--- src/acs_pkg.sv ---
package acs_pkg;

	localparam int CP_W = 21;
	localparam int CH_W = 16;

	localparam logic [CH_W-1:0] LETTER_BASE = 16'h0621;
	localparam logic [CH_W-1:0] LAM         = 16'h0644;
	localparam logic [CH_W-1:0] TATWEEL     = 16'h0640;
	localparam logic [CH_W-1:0] ALEF_MAD    = 16'h0622;
	localparam logic [CH_W-1:0] ALEF_HAMZA  = 16'h0623;
	localparam logic [CH_W-1:0] ALEF_BELOW  = 16'h0625;
	localparam logic [CH_W-1:0] ALEF_PLAIN  = 16'h0627;
	localparam logic [CH_W-1:0] LIG_MADDA   = 16'hFEF5;
	localparam logic [CH_W-1:0] LIG_HAMZA   = 16'hFEF7;
	localparam logic [CH_W-1:0] LIG_BELOW   = 16'hFEF9;
	localparam logic [CH_W-1:0] LIG_PLAIN   = 16'hFEFB;

	// forms of one letter: isolated, initial, medial, final (0 = none)
	typedef struct packed {
		logic [CH_W-1:0] iso;
		logic [CH_W-1:0] ini;
		logic [CH_W-1:0] med;
		logic [CH_W-1:0] fin;
	} forms_t;

	// one result item
	typedef struct packed {
		logic [CP_W-1:0] code;
		logic            last;
		logic            ovf;
	} res_t;

	function automatic forms_t forms_of(input logic [CP_W-1:0] c);
		forms_t f;
		logic [5:0] i;
		f = '0;
		i = 6'(c - CP_W'(LETTER_BASE));
		if (c >= CP_W'(LETTER_BASE) && c < CP_W'(LETTER_BASE) + CP_W'(42)) begin
			case (i)
				6'd0: f = '{16'hFE80, 16'h0, 16'h0, 16'h0};
				6'd1: f = '{16'hFE81, 16'h0, 16'h0, 16'hFE82};
				6'd2: f = '{16'hFE83, 16'h0, 16'h0, 16'hFE84};
				6'd3: f = '{16'hFE85, 16'h0, 16'h0, 16'hFE86};
				6'd4: f = '{16'hFE87, 16'h0, 16'h0, 16'hFE88};
				6'd5: f = '{16'hFE89, 16'hFE8B, 16'hFE8C, 16'hFE8A};
				6'd6: f = '{16'hFE8D, 16'h0, 16'h0, 16'hFE8E};
				6'd7: f = '{16'hFE8F, 16'hFE91, 16'hFE92, 16'hFE90};
				6'd8: f = '{16'hFE93, 16'h0, 16'h0, 16'hFE94};
				6'd9: f = '{16'hFE95, 16'hFE97, 16'hFE98, 16'hFE96};
				6'd10: f = '{16'hFE99, 16'hFE9B, 16'hFE9C, 16'hFE9A};
				6'd11: f = '{16'hFE9D, 16'hFE9F, 16'hFEA0, 16'hFE9E};
				6'd12: f = '{16'hFEA1, 16'hFEA3, 16'hFEA4, 16'hFEA2};
				6'd13: f = '{16'hFEA5, 16'hFEA7, 16'hFEA8, 16'hFEA6};
				6'd14: f = '{16'hFEA9, 16'h0, 16'h0, 16'hFEAA};
				6'd15: f = '{16'hFEAB, 16'h0, 16'h0, 16'hFEAC};
				6'd16: f = '{16'hFEAD, 16'h0, 16'h0, 16'hFEAE};
				6'd17: f = '{16'hFEAF, 16'h0, 16'h0, 16'hFEB0};
				6'd18: f = '{16'hFEB1, 16'hFEB3, 16'hFEB4, 16'hFEB2};
				6'd19: f = '{16'hFEB5, 16'hFEB7, 16'hFEB8, 16'hFEB6};
				6'd20: f = '{16'hFEB9, 16'hFEBB, 16'hFEBC, 16'hFEBA};
				6'd21: f = '{16'hFEBD, 16'hFEBF, 16'hFEC0, 16'hFEBE};
				6'd22: f = '{16'hFEC1, 16'hFEC3, 16'hFEC4, 16'hFEC2};
				6'd23: f = '{16'hFEC5, 16'hFEC7, 16'hFEC8, 16'hFEC6};
				6'd24: f = '{16'hFEC9, 16'hFECB, 16'hFECC, 16'hFECA};
				6'd25: f = '{16'hFECD, 16'hFECF, 16'hFED0, 16'hFECE};
				6'd31: f = '{16'h0640, 16'h0, 16'h0, 16'h0};
				6'd32: f = '{16'hFED1, 16'hFED3, 16'hFED4, 16'hFED2};
				6'd33: f = '{16'hFED5, 16'hFED7, 16'hFED8, 16'hFED6};
				6'd34: f = '{16'hFED9, 16'hFEDB, 16'hFEDC, 16'hFEDA};
				6'd35: f = '{16'hFEDD, 16'hFEDF, 16'hFEE0, 16'hFEDE};
				6'd36: f = '{16'hFEE1, 16'hFEE3, 16'hFEE4, 16'hFEE2};
				6'd37: f = '{16'hFEE5, 16'hFEE7, 16'hFEE8, 16'hFEE6};
				6'd38: f = '{16'hFEE9, 16'hFEEB, 16'hFEEC, 16'hFEEA};
				6'd39: f = '{16'hFEED, 16'h0, 16'h0, 16'hFEEE};
				6'd40: f = '{16'hFEEF, 16'h0, 16'h0, 16'hFEF0};
				6'd41: f = '{16'hFEF1, 16'hFEF3, 16'hFEF4, 16'hFEF2};
				default: f = '0;
			endcase
		end
		return f;
	endfunction

	function automatic logic is_mark(input logic [CP_W-1:0] c);
		return c == 21'h0610 || (c >= 21'h0612 && c <= 21'h0615) ||
			(c >= 21'h064B && c <= 21'h0658) || c == 21'h0670 ||
			(c >= 21'h06D6 && c <= 21'h06DC) || (c >= 21'h06DF && c <= 21'h06E4) ||
			c == 21'h06E7 || c == 21'h06E8 || (c >= 21'h06EA && c <= 21'h06ED);
	endfunction

	// isolated ligature code, 0 when not an alef that ligates
	function automatic logic [CH_W-1:0] lig_iso(input logic [CP_W-1:0] c);
		logic [CH_W-1:0] r;
		r = '0;
		if (c == CP_W'(ALEF_MAD)) r = LIG_MADDA;
		if (c == CP_W'(ALEF_HAMZA)) r = LIG_HAMZA;
		if (c == CP_W'(ALEF_BELOW)) r = LIG_BELOW;
		if (c == CP_W'(ALEF_PLAIN)) r = LIG_PLAIN;
		return r;
	endfunction

	// form of a finished letter
	function automatic logic [CH_W-1:0] pick_form(input forms_t f, input logic p,
			input logic n);
		logic [CH_W-1:0] r;
		if (p && n && f.med != '0) r = f.med;
		else if (p && f.fin != '0) r = f.fin;
		else if (n && f.ini != '0) r = f.ini;
		else r = f.iso;
		return r;
	endfunction

endpackage

--- src/acs_mark_ram.sv ---
module acs_mark_ram #(
	parameter int DEPTH = 8,
	parameter int AW    = 3
) (
	input  logic                  clk,
	input  logic                  we,
	input  logic [AW-1:0]         waddr,
	input  logic [acs_pkg::CH_W-1:0] wdata,
	input  logic [AW-1:0]         raddr,
	output logic [acs_pkg::CH_W-1:0] rdata
);
	import acs_pkg::*;

	logic [CH_W-1:0] mem [DEPTH];

	// one write port, registered read
	always_ff @(posedge clk) begin
		if (we) mem[waddr] <= wdata;
		rdata <= mem[raddr];
	end

endmodule

--- config.mk ---
export PLATFORM = sky130hd
export DESIGN_NAME = acs_mark_ram
export DESIGN_NICKNAME = d
export VERILOG_FILES = /design/src/acs_pkg.sv /design/src/acs_mark_ram.sv
export SDC_FILE = /design/constraint.sdc
export NUM_CORES = 1
export LEC_CHECK = 0
export BUFFER_PORTS_ARGS = -buffer_cell sky130_fd_sc_hd__buf_2
export CAP_MARGIN = 40
export CORE_ASPECT_RATIO = 0.6
export CORE_MARGIN = 5
export CORE_UTILIZATION = 45
export CTS_CLUSTER_SIZE = 16
export DETAILED_ROUTE_END_ITERATION = 7
export PLACE_DENSITY = 0.77
export SYNTH_ARGS = -nofsm -noshare
export SYNTH_HDL_FRONTEND = slang
export SYNTH_SLANG_ARGS = --single-unit
--- constraint.sdc ---
create_clock -name clk -period 2 [get_ports clk]
set_input_delay 0.4 -clock clk [delete_from_list [all_inputs] [get_ports clk]]
set_output_delay 0.4 -clock clk [all_outputs]
set_load 0.02 [all_outputs]
==> metrics.txt <==
Yosys cell types 12; WHS Path Cells 1; Placed Instances 415; cell family with most CP delay flip-flops; total grt overflow 0; fmax roughly 740 MHz; Root Buffer clkbuf_16; synth cell count leaders 128 x edfxtp_1, 28 x mux4_1, 16 x dfxtp_1, 16 x mux2_2, 6 x nor2_1; Post-Syn Nets 238; HPWL Detailed 5140 um; count leader, synth edfxtp_1; Hold WC Path Type input pin to register; Leak 2.20 nW; Worst slew margin 0.658; DRT Pass-1 Iters 4; Worst Path Max Fanout 1; Antenna Cells 0; Die H 94.0 um; outcome finished, final reports clean; critical-path cell list buf_2; row count 30; WP buf/inv 1; Finished Cell Area about 6300 um^2; ys async rst share 0; Post-synth EDFFs ~130; post-synth top area cell edfxtp_1; via count ~2300; number of remaining DRC errors 0; Layout fillers 891; Area contributors post-synth edfxtp_1 73%, mux4_1 14%, dfxtp_1 6.1%; total negative slack 0 ns; Final min period approximately 1.3 ns; Slew Viols, Final 0; Clock Skews 0.00767 ns; sequential element share of the synthesized area 0.787; H-tree depth 4; Syn Inst Count approximately 210; first-pass GRT wire length 13800 um; Worst path depth 1; Slew @ Worst Pin 0.513 ns; Critical Path End Type primary output; R2R cell count 2; die footprint roughly 14000 um^2; via density per instance 5.07; register share of total power 0.523; clock tree sinks 144; buffers added on ports 39; crit-path max cell delay around 0.36 ns; CTS max path bufs 2; Startpoint Class register; Worst EP required 1.60 ns; vias in the first global route 2446; post-CTS resize count 0; Cell Int Power 0.00525 W; largest net degree at the start of global routing 27; TritonCTS clock tree yes; Sw Share 0.199; syn avg cell area about 25 um^2; routed len/inst 20.1 um; Power Density 1050 nW/um^2; area share of and/or/nand/nor cells after synthesis 0.0111; number of hold buffers added after cts 0; Top FF cell, synth edfxtp_1; IO Count 40; Setup-failing EPs final 0; layout net count between 200 and 300; Num CTS Buffers 17; mapped cell area 5290 um^2; worst endpoint data arrival time 0.95 ns; Setup Fix Bufs, Post-CTS 0; adder-cell share of the synthesized area 0; WS Path Type register to primary output; gr usage total 0.140; Initial Util 0.464; layout cells sized above 1 0.348; Clock Latency Late Sink 0.41 ns; VDD IR-drop max 0.000481 V; largest family of logic cells by synthesized area multiplexers; share of the synthesized area in the top cell type 0.726; Net Sw Power 0.00131 W; area delta synth->final 18.5%; fin cells about 450; clk slew on worst S/H paths 0.05 ns; post-synthesis compound-gate area fraction 0; Die Width 150 um; total wire length around 9000 um; RSZ-0062 raised after global routing false; Detail Route Antenna Nets 0; Worst path slowest cell dfxtp_1; maxcap violations 0; number of synthesized register bits 144; Placed Instance Area 5740 um^2; Final period util 0.674; Syn. warnings 0; Comb pwr share 0.054; Synth Area in XOR/XNOR 0; Clk pwr share 0.424; mux share of post-synthesis cell area 0.190; initial antenna violation count 1; Routability Congestion between 0.6 and 0.7; Starting DRT DRC Count 120; Hold Vio Cnt, Final 0; core box area 11400 um^2
[metal layers]
layer / vias to the layer above / share of wire / global-route usage
li1: 1041 / - / -
met1: 1170 / 0.48 / 0.195
met4: 2 / 0.0068 / 0.0479
met2: 48 / 0.46 / 0.203
met3: 6 / 0.048 / 0.0545
met5: - / 0.00078 / 0
[layout by cell type, fill, tap and decap left out, types with 4 or more instances in the layout]
cell and count:
buf_2 39, mux2_2 16, edfxtp_1 128, buf_4 9
mux4_1 28, clkbuf_16 17, mux4_2 4, clkinv_2 7
dfxtp_1 16, nor2_1 6, clkbuf_8 4
[worst reg2reg max path: cells and delay by family, from the launching register on]
family  cells  cell delay [ns]
muxes       2             0.81
DFF         1             0.35
[logic make-up (layout without fill, tap and decap cells)]
logic type             count (synthesis)  after routing
multiplexers                          48             48
AND/OR/NAND/NOR                       13             13
buffers and inverters                  9             82
flip-flops                           144            144
[area by class of cell]
class                           count  area [um^2]  share of cell area
Clock buffer                       24          492              0.0784
Clock inverter                      8         38.8             0.00618
Multi-Input combinational cell     61         1070               0.171
Sequential cell                   144         4160               0.664
Tap cell                          160          200              0.0319
Timing Repair Buffer               50          303              0.0483
[power by group through the flow]
stage	Sequential (W)	Clock [W]	Combinational, W
floorplan	0.00353	0	0.000172
global placement	0.00349	0	0.000349
detailed placement	0.00349	0	0.000357
CTS	0.00343	0.00284	0.000359
global route	0.00344	0.00300	0.000380
finish	0.00343	0.00278	0.000351
[flip-flops by register name, summed over array words and instances, names as in the netlist]
signal / count
mem: 128
rdata: 16
[final timing paths]
path         slack, ns                   to            startpoint
max               0.65             rdata[8]      rdata[8]$_DFF_P_
min               0.26  mem[7][5]$_DFFE_PP_              wdata[5]
max reg2reg       0.73     rdata[4]$_DFF_P_   mem[1][4]$_DFFE_PP_
min reg2reg       0.67    rdata[11]$_DFF_P_  mem[0][11]$_DFFE_PP_
[through the flow]
stage / worst slack [ns] / hold slack [ns] / power, W / util
5_1_grt: 0.605 / 0.251 / 0.00682 / 0.550
2_1_floorplan: 0.304 / 0.499 / 0.00370 / -
3_3_place_gp: 0.277 / 0.647 / 0.00384 / 0.503
3_5_place_dp: 0.254 / 0.663 / 0.00385 / 0.503
6_report: 0.653 / 0.258 / 0.00656 / 0.550
4_1_cts: 0.627 / 0.243 / 0.00663 / 0.550
Note: power is estimated with default switching activity, not from simulation.
