## src/acs_pkg.sv

```systemverilog
package acs_pkg;

	localparam int CP_W = 21;
	localparam int CH_W = 16;

	localparam logic [CH_W-1:0] LETTER_BASE = 16'h0621;
	localparam logic [CH_W-1:0] LAM         = 16'h0644;
	localparam logic [CH_W-1:0] TATWEEL     = 16'h0640;
	localparam logic [CH_W-1:0] ALEF_MAD    = 16'h0622;
	localparam logic [CH_W-1:0] ALEF_HAMZA  = 16'h0623;
	localparam logic [CH_W-1:0] ALEF_BELOW  = 16'h0625;
	localparam logic [CH_W-1:0] ALEF_PLAIN  = 16'h0627;
	localparam logic [CH_W-1:0] LIG_MADDA   = 16'hFEF5;
	localparam logic [CH_W-1:0] LIG_HAMZA   = 16'hFEF7;
	localparam logic [CH_W-1:0] LIG_BELOW   = 16'hFEF9;
	localparam logic [CH_W-1:0] LIG_PLAIN   = 16'hFEFB;

	// forms of one letter: isolated, initial, medial, final (0 = none)
	typedef struct packed {
		logic [CH_W-1:0] iso;
		logic [CH_W-1:0] ini;
		logic [CH_W-1:0] med;
		logic [CH_W-1:0] fin;
	} forms_t;

	// one result item
	typedef struct packed {
		logic [CP_W-1:0] code;
		logic            last;
		logic            ovf;
	} res_t;

	function automatic forms_t forms_of(input logic [CP_W-1:0] c);
		forms_t f;
		logic [5:0] i;
		f = '0;
		i = 6'(c - CP_W'(LETTER_BASE));
		if (c >= CP_W'(LETTER_BASE) && c < CP_W'(LETTER_BASE) + CP_W'(42)) begin
			case (i)
				6'd0: f = '{16'hFE80, 16'h0, 16'h0, 16'h0};
				6'd1: f = '{16'hFE81, 16'h0, 16'h0, 16'hFE82};
				6'd2: f = '{16'hFE83, 16'h0, 16'h0, 16'hFE84};
				6'd3: f = '{16'hFE85, 16'h0, 16'h0, 16'hFE86};
				6'd4: f = '{16'hFE87, 16'h0, 16'h0, 16'hFE88};
				6'd5: f = '{16'hFE89, 16'hFE8B, 16'hFE8C, 16'hFE8A};
				6'd6: f = '{16'hFE8D, 16'h0, 16'h0, 16'hFE8E};
				6'd7: f = '{16'hFE8F, 16'hFE91, 16'hFE92, 16'hFE90};
				6'd8: f = '{16'hFE93, 16'h0, 16'h0, 16'hFE94};
				6'd9: f = '{16'hFE95, 16'hFE97, 16'hFE98, 16'hFE96};
				6'd10: f = '{16'hFE99, 16'hFE9B, 16'hFE9C, 16'hFE9A};
				6'd11: f = '{16'hFE9D, 16'hFE9F, 16'hFEA0, 16'hFE9E};
				6'd12: f = '{16'hFEA1, 16'hFEA3, 16'hFEA4, 16'hFEA2};
				6'd13: f = '{16'hFEA5, 16'hFEA7, 16'hFEA8, 16'hFEA6};
				6'd14: f = '{16'hFEA9, 16'h0, 16'h0, 16'hFEAA};
				6'd15: f = '{16'hFEAB, 16'h0, 16'h0, 16'hFEAC};
				6'd16: f = '{16'hFEAD, 16'h0, 16'h0, 16'hFEAE};
				6'd17: f = '{16'hFEAF, 16'h0, 16'h0, 16'hFEB0};
				6'd18: f = '{16'hFEB1, 16'hFEB3, 16'hFEB4, 16'hFEB2};
				6'd19: f = '{16'hFEB5, 16'hFEB7, 16'hFEB8, 16'hFEB6};
				6'd20: f = '{16'hFEB9, 16'hFEBB, 16'hFEBC, 16'hFEBA};
				6'd21: f = '{16'hFEBD, 16'hFEBF, 16'hFEC0, 16'hFEBE};
				6'd22: f = '{16'hFEC1, 16'hFEC3, 16'hFEC4, 16'hFEC2};
				6'd23: f = '{16'hFEC5, 16'hFEC7, 16'hFEC8, 16'hFEC6};
				6'd24: f = '{16'hFEC9, 16'hFECB, 16'hFECC, 16'hFECA};
				6'd25: f = '{16'hFECD, 16'hFECF, 16'hFED0, 16'hFECE};
				6'd31: f = '{16'h0640, 16'h0, 16'h0, 16'h0};
				6'd32: f = '{16'hFED1, 16'hFED3, 16'hFED4, 16'hFED2};
				6'd33: f = '{16'hFED5, 16'hFED7, 16'hFED8, 16'hFED6};
				6'd34: f = '{16'hFED9, 16'hFEDB, 16'hFEDC, 16'hFEDA};
				6'd35: f = '{16'hFEDD, 16'hFEDF, 16'hFEE0, 16'hFEDE};
				6'd36: f = '{16'hFEE1, 16'hFEE3, 16'hFEE4, 16'hFEE2};
				6'd37: f = '{16'hFEE5, 16'hFEE7, 16'hFEE8, 16'hFEE6};
				6'd38: f = '{16'hFEE9, 16'hFEEB, 16'hFEEC, 16'hFEEA};
				6'd39: f = '{16'hFEED, 16'h0, 16'h0, 16'hFEEE};
				6'd40: f = '{16'hFEEF, 16'h0, 16'h0, 16'hFEF0};
				6'd41: f = '{16'hFEF1, 16'hFEF3, 16'hFEF4, 16'hFEF2};
				default: f = '0;
			endcase
		end
		return f;
	endfunction

	function automatic logic is_mark(input logic [CP_W-1:0] c);
		return c == 21'h0610 || (c >= 21'h0612 && c <= 21'h0615) ||
			(c >= 21'h064B && c <= 21'h0658) || c == 21'h0670 ||
			(c >= 21'h06D6 && c <= 21'h06DC) || (c >= 21'h06DF && c <= 21'h06E4) ||
			c == 21'h06E7 || c == 21'h06E8 || (c >= 21'h06EA && c <= 21'h06ED);
	endfunction

	// isolated ligature code, 0 when not an alef that ligates
	function automatic logic [CH_W-1:0] lig_iso(input logic [CP_W-1:0] c);
		logic [CH_W-1:0] r;
		r = '0;
		if (c == CP_W'(ALEF_MAD)) r = LIG_MADDA;
		if (c == CP_W'(ALEF_HAMZA)) r = LIG_HAMZA;
		if (c == CP_W'(ALEF_BELOW)) r = LIG_BELOW;
		if (c == CP_W'(ALEF_PLAIN)) r = LIG_PLAIN;
		return r;
	endfunction

	// form of a finished letter
	function automatic logic [CH_W-1:0] pick_form(input forms_t f, input logic p,
			input logic n);
		logic [CH_W-1:0] r;
		if (p && n && f.med != '0) r = f.med;
		else if (p && f.fin != '0) r = f.fin;
		else if (n && f.ini != '0) r = f.ini;
		else r = f.iso;
		return r;
	endfunction

endpackage

```

## src/acs_if.sv

```systemverilog


interface acs_out_if;
	import acs_pkg::*;
	logic            valid;
	logic            ready;
	logic [CP_W-1:0] shaped_code;
	logic            last_of_run;
	logic            mark_overflow;
	modport source (output valid, shaped_code, last_of_run, mark_overflow, input ready);
	modport sink (input valid, shaped_code, last_of_run, mark_overflow, output ready);
endinterface

```

## src/acs_out_reg.sv

```systemverilog
module acs_out_reg (
	input  logic              clk,
	input  logic              arst_n,
	input  logic              push,
	input  acs_pkg::res_t     din,
	output logic              full,
	acs_out_if.source         o
);
	import acs_pkg::*;

	res_t data_q;
	logic full_q;

	// single output register; refills on the pop cycle
	always_ff @(posedge clk or negedge arst_n) begin
		if (!arst_n) begin
			full_q <= 1'b0;
		end else if (push) begin
			full_q <= 1'b1;
		end else if (o.ready) begin
			full_q <= 1'b0;
		end
	end

	always_ff @(posedge clk) begin
		if (push) data_q <= din;
	end

	assign full            = full_q && !o.ready;
	assign o.valid         = full_q;
	assign o.shaped_code   = data_q.code;
	assign o.last_of_run   = data_q.last;
	assign o.mark_overflow = data_q.ovf;

endmodule

```

## src/flat_wrapper.sv

```systemverilog
// flat-port wrapper written by rule: the top's interface ports become plain ports
module acs_out_reg_flat import acs_pkg::*;
  (clk, arst_n, push, din, full, o_valid, o_shaped_code, o_last_of_run, o_mark_overflow, o_ready);
  acs_out_if o_i ();
  input  logic clk;
  input  logic arst_n;
  input  logic push;
  input  acs_pkg::res_t din;
  output logic full;
  output wire logic [$bits(o_i.valid)-1:0] o_valid;
  output wire logic [$bits(o_i.shaped_code)-1:0] o_shaped_code;
  output wire logic [$bits(o_i.last_of_run)-1:0] o_last_of_run;
  output wire logic [$bits(o_i.mark_overflow)-1:0] o_mark_overflow;
  input wire logic [$bits(o_i.ready)-1:0] o_ready;
  assign o_valid = o_i.valid;
  assign o_shaped_code = o_i.shaped_code;
  assign o_last_of_run = o_i.last_of_run;
  assign o_mark_overflow = o_i.mark_overflow;
  assign o_i.ready = o_ready;
  acs_out_reg u_core (.clk(clk), .arst_n(arst_n), .push(push), .din(din), .full(full), .o(o_i));
endmodule
```

## config.mk

```make
export PLATFORM = sky130hd
export DESIGN_NAME = acs_out_reg_flat
export DESIGN_NICKNAME = d
export VERILOG_FILES = /design/src/acs_pkg.sv /design/src/acs_if.sv /design/src/acs_out_reg.sv /design/src/flat_wrapper.sv
export SDC_FILE = /design/constraint.sdc
export NUM_CORES = 1
export LEC_CHECK = 0
export ABC_AREA = 1
export BUFFER_PORTS_ARGS = -buffer_cell sky130_fd_sc_hd__buf_2
export CAP_MARGIN = 30
export CORE_MARGIN = 10
export CORE_UTILIZATION = 25
export CTS_CLUSTER_SIZE = 8
export DETAILED_ROUTE_END_ITERATION = 10
export GPL_TIMING_DRIVEN = 0
export MAX_ROUTING_LAYER = met4
export PLACE_DENSITY_LB_ADDON = 0.1
export SYNTH_ARGS = -nofsm -noshare
export SYNTH_HDL_FRONTEND = slang
export SYNTH_SLANG_ARGS = --single-unit
```

## constraint.sdc

```tcl
create_clock -name clk -period 0.91 [get_ports clk]
set_input_delay 0.1365 -clock clk [delete_from_list [all_inputs] [get_ports clk]]
set_output_delay 0.1365 -clock clk [all_outputs]
set_load 0.05 [all_outputs]
```

==> flow_summary.ini, run 1 <==
[critical_path]
r2r_end = u_core.o.valid$_DFFE_PN0P_
start_kind = flip-flop
ff2ff_path_depth = 2
worstPathArrival_ns = 1.05
r2r_setup_slack_ns = 0.24
worstReg2RegStart = u_core.o.valid$_DFFE_PN0P_
crit_fanout = 2
criticalPathCategory = reg -> out
required_ns = 0.77
end_kind = primary output

[layout]
num-nets-final = 137
finalInstanceArea_mm2 = 0.00147
antennaDiodeCount = 0
stdcell_count = 140
area_delta_synth_final_pct = 99.7
post-route-util_pct = 52.9
drive_gt1_share_pct = 53.2

[logic_synthesis]
synth_seq_cells = 24
synth.area.top_cells = edfxtp_1, dfrtp_1, inv_1
synth_most_common_cell = edfxtp_1
synth.top_cell.area_share_pct = 93.7
synth-compound-area-share_pct = 0
synthAdderAreaFrac_pct = 0
ys_top_cells_by_count = edfxtp_1, inv_1, dfrtp_1, nand2_1, nand2_2
synthMuxAreaShare_pct = 0
yosysTopAreaCell = edfxtp_1
synth_xor_area_share_pct = 0
async_flop_share_pct = 4.17
ys_types = 5
syn_avg_cell_area_um2 = 25.4
synth_cells = 29
ys.warnings.count = 0
synth_edf_count = 23
ys_seq_area_share_pct = 97.1
synth-simple-area-share_pct = 1.36
synth_nets = 56
synth_top_family_by_area = buffers and inverters
synthesis.area_um2 = 737
synth_ff_type = edfxtp_1

[sta]
setup-violations-final = 25
hold_slack_ns = 0.109
maxSlewHeadroom_pct = 65.2
hold_viol_final = 0
rsz0062_at_grt = yes
period_minus_slack_ns = 1.18
slew_viol_final = 0
tightest_slew_ns = 0.522
clock-skew-final_ns = 0
fin_crit_sh_pct = 130
fmax_mhz = 845
setup_ws_ns = -0.274

[routing]
drc_errors = 0
firstDrtPassIters = 2
drt_iter0_drc = 11
via_per_inst = 3.99
vias = 559
wire_per_inst_um = 14.2
ant_nets = 0
routed_wirelength_mm = 1.99

[clocking]
clk_path_buf_depth = 2
insertion_delay_ns = 0.30
path_clk_slew_ns = 0.12
cts-root-buf = clkbuf_4
h-tree-depth = 1
cts_sinks = 24
numCtsBuffers = 3
cts_tree = built

[placement]
gp_congestion = 0.634
dp_cells = 111
port_buffers = 51
placed_area_mm2 = 0.00104

[grt]
track_usage_pct = 7.42
grt_pass1_wl_mm = 3.08
grt_max_degree = 25
grt-ovfl-total = 0
antenna_found_initial = 0
grt_pass1_vias = 675

[power_and_ir_drop]
vdd_drop_max_v = 0.00102
total_power_mw = 2.49
cellLeakagePower_nw = 0.629
power_density_mw_per_mm2 = 1690

[run]
max-cap-violations = 0

[die]
coreArea_mm2 = 0.00278
num_rows = 19
ios = 52
die_w_um = 74.3
start_util_pct = 26.5
die-area_mm2 = 0.00552
chipHeight_um = 74.3

[run_status]
violations = setup timing
status = finished with violations

[min_path]
hold_class = in -> async
[critical path, cell delays in order, from the launching register on]
cell	delay [ns]
dfrtp_2	0.45
nand2_4	0.08
clkinvlp_4	0.07
buf_6	0.15
[metrics by stage]
stage	TNS (ns)	setup WS, ns
2_1_floorplan	-0.0829	-0.0829
3_3_place_gp	-0.640	-0.0286
3_5_place_dp	-1.20	-0.0528
4_1_cts	-3.30	-0.291
5_1_grt	-4.11	-0.330
6_report	-2.86	-0.274
[timing repair]
item | in CTS | in global routing
buffers inserted | 1 | 0
gates resized for setup | 50 | 1
endpoints found under the hold margin | 24 | 0
hold buffers | 24 | 0
setup endpoints to repair | 25 | 25
[worst max-delay path by stage]
stage                               start                           endpoint  cells after the start
3_5_place_dp                         push  u_core.o.shaped_code[6]$_DFFE_PP_                      1
4_1_cts        u_core.o.valid$_DFFE_PN0P_                               full                      3
3_3_place_gp                         push  u_core.o.shaped_code[1]$_DFFE_PP_                      1
6_report       u_core.o.valid$_DFFE_PN0P_                               full                      3
2_1_floorplan  u_core.o.valid$_DFFE_PN0P_                               full                      2
5_1_grt        u_core.o.valid$_DFFE_PN0P_                               full                      3
[flip-flops by register name, indices dropped and copies added, names as in the netlist]
| name | count |
|---|---|
| u_core.o.mark_overflow | 1 |
| u_core.o.valid | 1 |
| u_core.o.last_of_run | 1 |
| u_core.o.shaped_code | 21 |
[kinds of logic (layout without fill, tap and decap cells)]
kind of cell           count (synthesis)  after routing
flip-flops                            24             24
buffers and inverters                  3             83
AND/OR/NAND/NOR                        2              2
[cell usage in the layout, fill, tap and decap left out]
| cell type | n |
|---|---|
| dlygate4sd3_1 | 24 |
| buf_4 | 1 |
| nand2_4 | 1 |
| buf_2 | 26 |
| clkinv_1 | 1 |
| buf_6 | 25 |
| edfxtp_1 | 23 |
| inv_1 | 2 |
| clkinvlp_4 | 1 |
| clkbuf_4 | 3 |
| nand2_1 | 1 |
| dfrtp_2 | 1 |
[per-layer routing]
metal,up-vias,wire length [um],share of wire [%],track usage (%)
li1,266,-,-,-
met1,261,737,37,7.70
met4,0,9,0.45,2.44
met2,30,1090,55,13.3
met5,-,0,0,-
met3,2,144,7.3,1.99
[where the power goes]
group	leakage (nW)	internal, mW	switching, mW
sequential	0.235	1.31	0.0377
clock	0.0154	0.160	0.307
combinational	0.378	0.274	0.401
total	0.629	1.74	0.745
[cell type report]
type	instances	area, um2
Fill cell	235	1310
Sequential cell	24	717
Timing Repair Buffer	76	659
Tap cell	31	38.8
Clock buffer	3	22.5
Multi-Input combinational cell	2	15.0
Inverter	3	15.0
Clock inverter	1	3.75
Note: power is estimated with default switching activity, not from simulation.
==> run 2, diff against run 1 <==
- ABC_AREA: 1 -> unset
- CORE_ASPECT_RATIO: unset -> 1.1
- CTS_CLUSTER_SIZE: 8 -> 25
==> flow_summary.ini, run 2 <==
[logic_synthesis]
ys_types = 4
synth_ff_type = edfxtp_1
syn_avg_cell_area_um2 = 28.3
async_flop_share_pct = 4.17
synth_nets = 53
synth_seq_cells = 24
ys_top_cells_by_count = edfxtp_1, dfrtp_1, nor2b_4, or2_1
synthesis.area_um2 = 736
synth_most_common_cell = edfxtp_1
yosysTopAreaCell = edfxtp_1
synth.area.top_cells = edfxtp_1, dfrtp_1, nor2b_4
synth_cells = 26
ys_seq_area_share_pct = 97.3
synth.top_cell.area_share_pct = 93.9
ys.warnings.count = 0
synth_edf_count = 23

[run]
max-cap-violations = 0

[power_and_ir_drop]
vdd_drop_max_v = 0.000952
power_density_mw_per_mm2 = 1710
cellLeakagePower_nw = 0.613
total_power_mw = 2.48

[layout]
final_cell_mix = buf_2, dlygate4sd3_1, buf_6, edfxtp_1, clkbuf_4
largest_reg_flops = 21
layout_commonest_cell = buf_2
drive_gt1_share_pct = 53.3
antennaDiodeCount = 0
num-nets-final = 133
fillers = 250
area_delta_synth_final_pct = 97.1

[sta]
slew_viol_final = 0
fin_crit_sh_pct = 125
fin_tns_setup_ns = -2.78
tightest_slew_ns = 0.504
rsz0062_at_grt = yes
maxSlewHeadroom_pct = 66.4
clock-skew-final_ns = 0
hold_slack_ns = 0.117
setup-violations-final = 25
fmax_mhz = 882
period_minus_slack_ns = 1.13
setup_ws_ns = -0.224
hold_viol_final = 0

[grt]
grt_pass1_wl_mm = 3.09
grt_pass1_vias = 647
grt-ovfl-total = 0
antenna_found_initial = 0
grt_max_degree = 25
track_usage_pct = 7.24

[clocking]
h-tree-depth = 1
cts_sinks = 24
cts_tree = built
path_clk_slew_ns = 0.13
cts_setup_buffers = 0
cts-root-buf = clkbuf_4
numCtsBuffers = 3
insertion_delay_ns = 0.30
clk_path_buf_depth = 2

[critical_path]
start_kind = flip-flop
required_ns = 0.77
path_cells = nor2b_4 > buf_6
worstPathArrival_ns = 1.00
crit_fanout = 2
critPathSlowestCell = dfrtp_2
slowest_delay_ns = 0.42
end_kind = primary output
criticalPathCategory = reg -> out

[die]
die_w_um = 71.7
ios = 52
coreArea_mm2 = 0.00280
die-area_mm2 = 0.00552
chipHeight_um = 76.9
start_util_pct = 26.3
num_rows = 20

[run_status]
status = finished with violations
violations = setup timing

[placement]
pre_cts_slack_ns = -0.0360
port_buffers = 51
gp_congestion = 0.642

[routing]
drc_errors = 0
vias = 542
wire_per_inst_um = 14.0
firstDrtPassIters = 3
routed_wirelength_mm = 1.94
ant_nets = 0
via_per_inst = 3.93
drt_iter0_drc = 14

[min_path]
hold_class = in -> async
-- run 2: cell count changes after synthesis --
cell | before | now
nand2_1 | 1 | 0
inv_1 | 3 | 0
nor2b_4 | 0 | 1
or2_1 | 0 | 1
nand2_2 | 1 | 0
-- run 2: final cells by class --
class                           count  area, um2  area share, %
Sequential cell                    24        717           49.4
Multi-Input combinational cell      2       20.0           1.38
Clock inverter                      1       3.75          0.259
Tap cell                           33       41.3           2.85
Timing Repair Buffer               75        646           44.5
Clock buffer                        3       22.5           1.55
-- run 2: worst max-delay path: cells and delay by family, from the launching register on --
kind,cells,cell delay (ns)
buffers and inverters,1,0.14
flip-flops,1,0.42
AND/OR/NAND/NOR,1,0.13
-- run 2: worst paths after layout --
check	startpoint	end	slack, ns	depth (start not counted)
worst min register to register	u_core.o.valid$_DFFE_PN0P_	u_core.o.valid$_DFFE_PN0P_	0.65	2
min in group clk	o_ready	u_core.o.valid$_DFFE_PN0P_	0.18	3
worst max register to register	u_core.o.valid$_DFFE_PN0P_	u_core.o.valid$_DFFE_PN0P_	0.06	2
worst min-delay path	arst_n	u_core.o.valid$_DFFE_PN0P_	0.12	2
worst max-delay path	u_core.o.valid$_DFFE_PN0P_	full	-0.22	2
max in group asynchronous	arst_n	u_core.o.valid$_DFFE_PN0P_	0.70	2
-- run 2: repair_timing --
action,CTS,global route
hold buffers,24,0
setup endpoints to repair,25,25
gates resized for setup,48,0
hold endpoints to repair,24,0
pin swaps,0,0
-- run 2: cell families (layout without fill, tap and decap cells) --
kind of cell           count (synthesis)  count (layout)  share of synthesized area, %
DFF                                   24              24                          97.3
buffers and inverters                  0              79                             0
and+or+nand+nor                        2               2                          2.72
-- run 2: layer usage --
layer  vias up  wire [um]  GRT usage (%)
met2        35        872           10.4
met4         0         13           3.49
met3         2        182           3.09
met1       245        868           8.42
met5         -          0              -
li1        260          -              -
-- run 2: power by group --
| part | total, mW | internal [mW] | switching (mW) |
|---|---|---|---|
| Combinational | 0.662 | 0.268 | 0.393 |
| Sequential | 1.34 | 1.31 | 0.0362 |
| Clock | 0.476 | 0.160 | 0.316 |
| Total | 2.48 | 1.74 | 0.746 |
-- run 2: per-stage QoR --
step	utilization, %	area (um2)	std cells
2_1_floorplan	-	737	26
3_3_place_gp	36.9	1030	110
3_5_place_dp	36.9	1030	110
4_1_cts	51.7	1450	138
5_1_grt	51.7	1450	138
6_report	51.7	1450	138
